File: src/hdl/vdg_pkg.sv
`default_nettype none

package vdg_pkg;

  localparam int NUM_PIX = 8;

  typedef logic [3:0] colour_t;

  localparam colour_t COL_BLACK   = 4'd0;
  localparam colour_t COL_GREEN   = 4'd1;
  localparam colour_t COL_BASE_S0 = 4'd1;
  localparam colour_t COL_BASE_S1 = 4'd5;

  localparam logic [1:0] REG_GRAPHICS_SELECT = 2'd0;
  localparam logic [1:0] REG_GRAPHICS_MODE   = 2'd1;
  localparam logic [1:0] REG_COLOUR_SET      = 2'd2;

  localparam logic [2:0] GMODE_LOWEST  = 3'd0;
  localparam logic [2:0] GMODE_HIGHEST = 3'd7;

  localparam logic [3:0] COUNT_2 = 4'd2;
  localparam logic [3:0] COUNT_4 = 4'd4;
  localparam logic [3:0] COUNT_8 = 4'd8;

  localparam logic [2:0] REP_1 = 3'd1;
  localparam logic [2:0] REP_2 = 3'd2;
  localparam logic [2:0] REP_4 = 3'd4;

  typedef enum logic [1:0] {
    MODE_ALPHA = 2'd0,
    MODE_SEMI  = 2'd1,
    MODE_GFX4  = 2'd2,
    MODE_RES   = 2'd3
  } mode_t;

endpackage

`default_nettype wire

File: src/hdl/vdg_character_slot_pixel_decoder_unit.sv
`default_nettype none

// Decodes one character slot per beat into up to eight pixel colour codes, the
// pixel count and the horizontal repeat. A beat is taken in every cycle unless
// in_stall is high, and passes three register stages (input capture and mode
// decode, pixel lit mask and colour select, colour code build). out_stall holds
// the whole pipeline only where it is full, so empty stages keep filling behind
// a waiting result. The mode registers are written through the cfg port and
// should only change while no beat is in flight.
module vdg_character_slot_pixel_decoder_unit (
  input  wire                clk,
  input  wire                rst_n,
  input  wire                cfg_we,
  input  wire [1:0]          cfg_index,
  input  wire [2:0]          cfg_data,
  input  wire                in_valid,
  output logic               in_stall,
  input  wire [7:0]          in_mem_byte,
  input  wire [7:0]          in_rom_row,
  input  wire [3:0]          in_cell_row,
  input  wire                in_semigraphic_select,
  input  wire                in_invert,
  output logic               out_valid,
  input  wire                out_stall,
  output vdg_pkg::colour_t   out_pix_a,
  output vdg_pkg::colour_t   out_pix_b,
  output vdg_pkg::colour_t   out_pix_c,
  output vdg_pkg::colour_t   out_pix_d,
  output vdg_pkg::colour_t   out_pix_e,
  output vdg_pkg::colour_t   out_pix_f,
  output vdg_pkg::colour_t   out_pix_g,
  output vdg_pkg::colour_t   out_pix_h,
  output logic [3:0]         out_pixel_count,
  output logic [2:0]         out_pixel_repeat
);
  import vdg_pkg::*;

  // configuration
  logic       gsel_r;
  logic [2:0] gmode_r;
  logic       cset_r;

  always_ff @(posedge clk) begin
    if (!rst_n) begin
      gsel_r  <= 1'b0;
      gmode_r <= 3'd0;
      cset_r  <= 1'b0;
    end else if (cfg_we) begin
      case (cfg_index)
        REG_GRAPHICS_SELECT: gsel_r  <= cfg_data[0];
        REG_GRAPHICS_MODE:   gmode_r <= cfg_data;
        REG_COLOUR_SET:      cset_r  <= cfg_data[0];
        default: ;
      endcase
    end
  end

  // stage advance chain
  logic s1_valid_r, s2_valid_r, out_valid_r;
  logic adv0, adv1, adv2;

  assign adv2     = !out_valid_r || !out_stall;
  assign adv1     = !s2_valid_r || adv2;
  assign adv0     = !s1_valid_r || adv1;
  assign in_stall = !adv0;

  always_ff @(posedge clk) begin
    if (!rst_n) begin
      s1_valid_r  <= 1'b0;
      s2_valid_r  <= 1'b0;
      out_valid_r <= 1'b0;
    end else begin
      if (adv0) s1_valid_r  <= in_valid;
      if (adv1) s2_valid_r  <= s1_valid_r;
      if (adv2) out_valid_r <= s2_valid_r;
    end
  end

  // stage 1: capture and mode decode
  mode_t      s1_mode_r, s1_mode_nxt;
  logic [2:0] s1_gmode_r;
  logic       s1_cset_r;
  logic [7:0] s1_mem_r;
  logic [7:0] s1_dots_r, s1_dots_nxt;
  logic [1:0] s1_brow_r, s1_brow_nxt;

  always_comb begin
    if (gsel_r) begin
      s1_mode_nxt = gmode_r[0] ? MODE_RES : MODE_GFX4;
    end else begin
      s1_mode_nxt = in_semigraphic_select ? MODE_SEMI : MODE_ALPHA;
    end
    s1_dots_nxt = in_rom_row ^ {8{in_invert}};
    // rows twelve and up fold into the bottom block row
    s1_brow_nxt = (in_cell_row[3:2] == 2'd3) ? 2'd2 : in_cell_row[3:2];
  end

  always_ff @(posedge clk) begin
    if (adv0 && in_valid) begin
      s1_mode_r  <= s1_mode_nxt;
      s1_gmode_r <= gmode_r;
      s1_cset_r  <= cset_r;
      s1_mem_r   <= in_mem_byte;
      s1_dots_r  <= s1_dots_nxt;
      s1_brow_r  <= s1_brow_nxt;
    end
  end

  // stage 2: lit mask and colour selectors, pixel 0 leftmost
  logic [NUM_PIX-1:0] s2_lit_r, s2_lit_nxt;
  logic [1:0]         s2_sel_r [NUM_PIX];
  logic [1:0]         s2_sel_nxt [NUM_PIX];
  logic               s2_pal_r, s2_pal_nxt;
  logic               s2_cset_r;
  logic [3:0]         s2_count_r, s2_count_nxt;
  logic [2:0]         s2_rep_r, s2_rep_nxt;
  logic [1:0]         semi_bits;

  always_comb begin
    s2_lit_nxt   = '0;
    s2_pal_nxt   = 1'b0;
    s2_count_nxt = COUNT_8;
    s2_rep_nxt   = REP_1;
    for (int i = 0; i < NUM_PIX; i++) begin
      s2_sel_nxt[i] = s1_mem_r[7:6];
    end
    case (s1_brow_r)
      2'd0:    semi_bits = s1_mem_r[5:4];
      2'd1:    semi_bits = s1_mem_r[3:2];
      default: semi_bits = s1_mem_r[1:0];
    endcase
    case (s1_mode_r)
      MODE_ALPHA: begin
        for (int i = 0; i < NUM_PIX; i++) begin
          s2_lit_nxt[i] = s1_dots_r[NUM_PIX-1-i];
        end
      end
      MODE_RES: begin
        for (int i = 0; i < NUM_PIX; i++) begin
          s2_lit_nxt[i] = s1_mem_r[NUM_PIX-1-i];
        end
        s2_rep_nxt = (s1_gmode_r == GMODE_HIGHEST) ? REP_1 : REP_2;
      end
      MODE_GFX4: begin
        for (int i = 0; i < 4; i++) begin
          s2_lit_nxt[i] = 1'b1;
          s2_sel_nxt[i] = s1_mem_r[6-2*i +: 2];
        end
        s2_pal_nxt   = 1'b1;
        s2_count_nxt = COUNT_4;
        s2_rep_nxt   = (s1_gmode_r == GMODE_LOWEST) ? REP_4 : REP_2;
      end
      MODE_SEMI: begin
        s2_lit_nxt[0] = semi_bits[1];
        s2_lit_nxt[1] = semi_bits[0];
        s2_pal_nxt    = 1'b1;
        s2_count_nxt  = COUNT_2;
        s2_rep_nxt    = REP_4;
      end
      default: ;
    endcase
  end

  always_ff @(posedge clk) begin
    if (adv1 && s1_valid_r) begin
      s2_lit_r   <= s2_lit_nxt;
      s2_sel_r   <= s2_sel_nxt;
      s2_pal_r   <= s2_pal_nxt;
      s2_cset_r  <= s1_cset_r;
      s2_count_r <= s2_count_nxt;
      s2_rep_r   <= s2_rep_nxt;
    end
  end

  // stage 3: colour codes
  colour_t    pix_r [NUM_PIX];
  colour_t    pix_nxt [NUM_PIX];
  colour_t    pal_base;
  logic [3:0] count_r;
  logic [2:0] rep_r;

  always_comb begin
    pal_base = s2_cset_r ? COL_BASE_S1 : COL_BASE_S0;
    for (int i = 0; i < NUM_PIX; i++) begin
      if (!s2_lit_r[i]) begin
        pix_nxt[i] = COL_BLACK;
      end else if (s2_pal_r) begin
        pix_nxt[i] = pal_base + {2'b00, s2_sel_r[i]};
      end else begin
        pix_nxt[i] = COL_GREEN;
      end
    end
  end

  always_ff @(posedge clk) begin
    if (adv2 && s2_valid_r) begin
      pix_r   <= pix_nxt;
      count_r <= s2_count_r;
      rep_r   <= s2_rep_r;
    end
  end

  assign out_valid        = out_valid_r;
  assign out_pix_a        = pix_r[0];
  assign out_pix_b        = pix_r[1];
  assign out_pix_c        = pix_r[2];
  assign out_pix_d        = pix_r[3];
  assign out_pix_e        = pix_r[4];
  assign out_pix_f        = pix_r[5];
  assign out_pix_g        = pix_r[6];
  assign out_pix_h        = pix_r[7];
  assign out_pixel_count  = count_r;
  assign out_pixel_repeat = rep_r;

`ifndef SYNTH
  a_count_legal: assert property (@(posedge clk) disable iff (!rst_n)
    out_valid |-> (out_pixel_count == COUNT_2 || out_pixel_count == COUNT_4 ||
                   out_pixel_count == COUNT_8))
    else $error("illegal pixel count");

  a_unused_black: assert property (@(posedge clk) disable iff (!rst_n)
    (out_valid && out_pixel_count != COUNT_8) |->
      (out_pix_e == COL_BLACK && out_pix_f == COL_BLACK &&
       out_pix_g == COL_BLACK && out_pix_h == COL_BLACK))
    else $error("unused pixel not black");

  a_semi_shape: assert property (@(posedge clk) disable iff (!rst_n)
    (out_valid && out_pixel_count == COUNT_2) |->
      (out_pixel_repeat == REP_4 && out_pix_c == COL_BLACK && out_pix_d == COL_BLACK))
    else $error("semigraphics beat malformed");

  a_stall_when_full: assert property (@(posedge clk) disable iff (!rst_n)
    in_stall |-> (s1_valid_r && s2_valid_r && out_valid_r && out_stall))
    else $error("input stalled with room in pipeline");
`endif

endmodule

`default_nettype wire

File: config.mk
export PLATFORM = sky130hd
export DESIGN_NAME = vdg_character_slot_pixel_decoder_unit
export DESIGN_NICKNAME = d
export VERILOG_FILES = /design/src/hdl/vdg_pkg.sv /design/src/hdl/vdg_character_slot_pixel_decoder_unit.sv
export SDC_FILE = /design/constraint.sdc
export NUM_CORES = 1
export LEC_CHECK = 0
export BUFFER_PORTS_ARGS = -buffer_cell sky130_fd_sc_hd__buf_4
export CAP_MARGIN = 15
export CORE_UTILIZATION = 35
export CTS_BUF_LIST = sky130_fd_sc_hd__clkbuf_4 sky130_fd_sc_hd__clkbuf_8 sky130_fd_sc_hd__clkbuf_16
export DETAILED_ROUTE_END_ITERATION = 7
export PLACE_DENSITY = 0.53
export SYNTH_ARGS = -nofsm -noshare
export SYNTH_HDL_FRONTEND = slang
export SYNTH_SLANG_ARGS = --single-unit
File: constraint.sdc
create_clock -name clk -period 6.1 [get_ports clk]
set_clock_uncertainty 0.1 [all_clocks]
set_input_delay 1.22 -clock clk [delete_from_list [all_inputs] [get_ports clk]]
set_output_delay 1.22 -clock clk [all_outputs]
set_load 0.01 [all_outputs]
# Word level (Yosys, flattened, before mapping)
# Index checks and enable logic that the tools add are counted.
# classes
bitwise,1
n_mux,19
n_reduce_logical,27
eq_ne,8
addsub,5
# ops
cell,count
$reduce_and 2->1,11
$add 3x2->4,5
$pmux 4 s2,2
$pmux 3 s3,1
$eq 2x2->1 const B,4
$mux 1,8
$pmux 2 s4,1
$xor 8x8->8,1
$eq 2x1->1 const B,3
$logic_not 2->1,3
$mux 3,2
$mux 6,1
$pmux 2 s3,1
$logic_not 1->1,5
$mux 2,2
$pmux 2 s2,1
$eq 3x3->1 const B,1
$logic_and 1x1->1,3
$logic_not 3->1,1
$logic_or 1x1->1,3
$reduce_or 2->1,1
# totals
regBits,98
out_inout_bits,41

# Longest topological paths before layout
# depth
word_depth,5
ltp_mapped,5
depth_no_buf,5

# Least setup slack after synthesis
# Ideal clock, no wire load.
# synth_timing
path_kind,input to register
start,input out_stall
end,register pix_r (netlist bit out_pix_a[0]) (enable)
path_buffers,0
slack_ps,1482
path_stages,1
arrival_ps,4027
cell_sequence,a21boi_0
# synth_via
elab_chain_len,3
# synth_rtl
item,line_no,source
start: declaration,vdg_character_slot_pixel_decoder_unit.sv:24,"input wire out_stall,"
$logic_not 1->1,vdg_character_slot_pixel_decoder_unit.sv:62,assign adv2 = !out_valid_r || !out_stall;
$logic_or 1x1->1,vdg_character_slot_pixel_decoder_unit.sv:62,
$logic_and 1x1->1,vdg_character_slot_pixel_decoder_unit.sv:196,if (adv2 && s2_valid_r) begin
end signal: assignment,vdg_character_slot_pixel_decoder_unit.sv:197,pix_r <= pix_nxt;
end: declaration,vdg_character_slot_pixel_decoder_unit.sv:176,colour_t pix_r [NUM_PIX];
# No other way between the ends.
# A chain may end at the register's enable or synchronous reset.

# Worst setup path after layout
# layout_timing
start,input out_stall
end,output in_stall
# layout_via
elab_chain_len,5
# layout_rtl
item,line_no,source
$logic_not 1->1,vdg_character_slot_pixel_decoder_unit.sv:62,
$logic_or 1x1->1,vdg_character_slot_pixel_decoder_unit.sv:62,
$logic_or 1x1->1,vdg_character_slot_pixel_decoder_unit.sv:63,assign adv1 = !s2_valid_r || adv2;
$logic_or 1x1->1,vdg_character_slot_pixel_decoder_unit.sv:64,assign adv0 = !s1_valid_r || adv1;
$logic_not 1->1,vdg_character_slot_pixel_decoder_unit.sv:65,assign in_stall = !adv0;
end: declaration,vdg_character_slot_pixel_decoder_unit.sv:17,"output logic in_stall,"
# No other way between the ends.

==> impl_metrics.csv <==
group,metric,value,unit
cts,hold_buffers,0,
global_route,grt_use_total,0.1169,
sta,fmax,0.3115,GHz
sta,hold_viol,0,
synth,synth_common_cells,"edfxtp_1 (86), nand2_1 (21), nor2_1 (21), and3_1 (12), xor2_1 (11)",
floorplan,dieArea,10920,sq um
synth,syn_avg_cell_area,15.25,sq um
layout,num_antenna_cells,0,
placement,dp_hpwl,4119,um
min_path,hold_start,"s2_rep_r[0]",
setup_path,start_kind,"input pin",
synth,synth-edff-count,86,
status,outcome,"finished, final reports clean",
route,wire_per_inst,12.77,um
global_route,overflow,0,
floorplan,core-area,10230,sq um
route,drtIter0Drc,61,
synth,synth_top_cell_area_share,0.7025,
global_route,grt_pass1_vias,1948,
setup_path,crit_required,4.78,ns
min_path,min_path_cells,0,
power,powerDensity,280.7,nW/um^2
setup_path,critPathKind,"in2out",
synth,ys_async_sr_fraction,0,
route,routed_via_density,4.382,
floorplan,io_pins,73,
placement,gp_congestion,0.7146,
setup_path,worst-path-max-fanout,3,
placement,port_buffers,69,
layout,fin_util,0.4488,
synth,synth_seq_cells,94,
route,first_pass_iters,4,
route,drt-total-wl,5821,um
global_route,grt_pass1_wl,9729,um
sta,setup_viol,0,
layout,drive_gt1_frac,0.2844,
synth,synth_area_leader_cell,"edfxtp_1",
floorplan,fp.dieH,104.5,um
sta,slew_violations,0,
sta,post-route-period-util,0.5263,
synth,synth_ff_type,"edfxtp_1",
synth,ys_seq_area_frac,0.7461,
global_route,grt_start_max_net_pins,39,
sta,min_period,3.211,ns
cts,clock_sinks,94,
sta,tns,0,ns
power,leakage,0.001794,uW
synth,yosys_warnings,0,
setup_path,crit_start,"out_stall",
layout,area_growth,24.91,%
cts,clockRootBuffer,"clkbuf_8",
synth,syn_inst,241,
cts,tritoncts,"yes",
min_path,hp-class,"reg2reg",
synth,synth_area,3676,sq um
setup_path,end_kind,"primary output",
global_route,antenna_found_initial,0,
synth,synth_area_leaders,"edfxtp_1 (70%), dfxtp_1 (4.4%), ha_1 (3.1%)",
cts,postCtsSetupBuffers,0,
job,maxCapViolCount,0,
floorplan,die_w,104.5,um
setup_path,reg2reg_depth,3,
layout,final_nets,356,
sta,tightest_slew,1.098,ns
cts,cts_resized,0,
floorplan,num_rows,37,
setup_path,reg2reg_from,"out_valid",
synth,synthDistinctLibCells,31,
floorplan,start_util,0.3593,
power,peakVddDrop,98.98,uV
sta,relSlewSlack,0.2647,
placement,post_dp_cell_area,4352,sq um
cts,cts.clk_slew.worst_paths,0.09,ns
cts,cts_made_buffers,9,
route,final_antenna_net_count,0,
cts,clockBufferDepth,2,
sta,rsz0062_at_grt,"no",
setup_path,arrival,1.89,ns
route,vias,1998,
route,drc_errors,0,
cts,htree_levels,3,
layout,fin_area,4592,sq um
synth,synthesis.nets,282,
cts,insertion_delay,0.35,ns
synth,yosysMostFrequentCell,"edfxtp_1",
==> per-layer routing <==
layer | vias to the layer above | share of wire | global-route usage | wire length (um)
met3 | 9 | 0.056 | 0.04449 | 324
met2 | 53 | 0.46 | 0.1746 | 2659
li1 | 1023 | - | - | -
met1 | 913 | 0.47 | 0.1531 | 2739
met4 | 0 | 0.017 | 0.04592 | 97
met5 | - | 0 | 0 | 0
==> registers in the layout, summed over array words and instances (netlist names), 3 cells and up <==
name and flops:
s1_gmode_r 3, out_pix_h 4, out_pix_d 4, out_pix_e 4, s2_count_r 3, out_pix_f 4, out_pix_c 4, out_pixel_repeat 3
s2_rep_r 3, s2_lit_r 8, out_pix_a 4, out_pix_b 4, gmode_r 3, out_pixel_count 3, s1_dots_r 8, out_pix_g 4
s2_sel_r 8, s1_mem_r 8
==> report_power, final <==
| group | switching, uW | internal [uW] | total, uW |
|---|---|---|---|
| Combinational | 45.6 | 47.4 | 93.0 |
| Clock | 209 | 228 | 437 |
| Sequential | 18.3 | 741 | 759 |
| Total | 273 | 1020 | 1290 |
==> through the flow <==
step	total power (uW)	hold slack, ns	setup slack, ns	cells
4_1_cts	1305	0.3289	2.887	455
3_5_place_dp	867.7	0.3052	2.892	439
5_1_grt	1349	0.3334	2.851	456
3_3_place_gp	865.8	0.3042	2.886	439
6_report	1289	0.3260	2.889	456
2_1_floorplan	823.0	0.3003	1.482	241
==> worst paths after layout <==
path	slack (ns)	end
max reg2reg	4.02	s1_mem_r[6]
min	0.33	out_pixel_repeat[0]
max	2.89	in_stall
min reg2reg	0.33	out_pixel_repeat[0]
==> critical path, stage by stage <==
cell and delay (ns):
buf_4 0.13, and3_1 0.20, and2_1 0.19, buf_4 0.15
==> area by class of cell <==
class | instances | area (sq um)
clock inverters | 7 | 88.84
inverters | 3 | 11.26
repair buffers | 71 | 553.0
fillers | 947 | 5639
clock buffers | 9 | 123.9
multi-input cells | 136 | 902.1
well taps | 136 | 170.2
flip-flops and latches | 94 | 2743
==> cells in the final DEF (no fill, tap or decap), types with 8 or more instances in the layout <==
cell	count
clkbuf_8	9
ha_1	9
dfxtp_1	8
and3_1	12
nand2_1	21
nor2b_1	8
nor2_1	21
xor2_1	11
buf_4	70
edfxtp_1	86
and2_1	9
==> kinds of logic (layout without fill, tap and decap cells) <==
group | Yosys count | after routing | synth area share
multiplexers | 11 | 11 | 0.03165
buffers and inverters | 11 | 90 | 0.01294
AND/OR/NAND/NOR | 87 | 87 | 0.1178
flip-flops | 94 | 94 | 0.7461
adder cells (fa/ha/maj) | 9 | 9 | 0.03063
AO/OA/AOI/OAI | 16 | 16 | 0.03131
other | 1 | 1 | 0.001020
XOR/XNOR | 12 | 12 | 0.02859
Power figures use the tool's default switching activity.
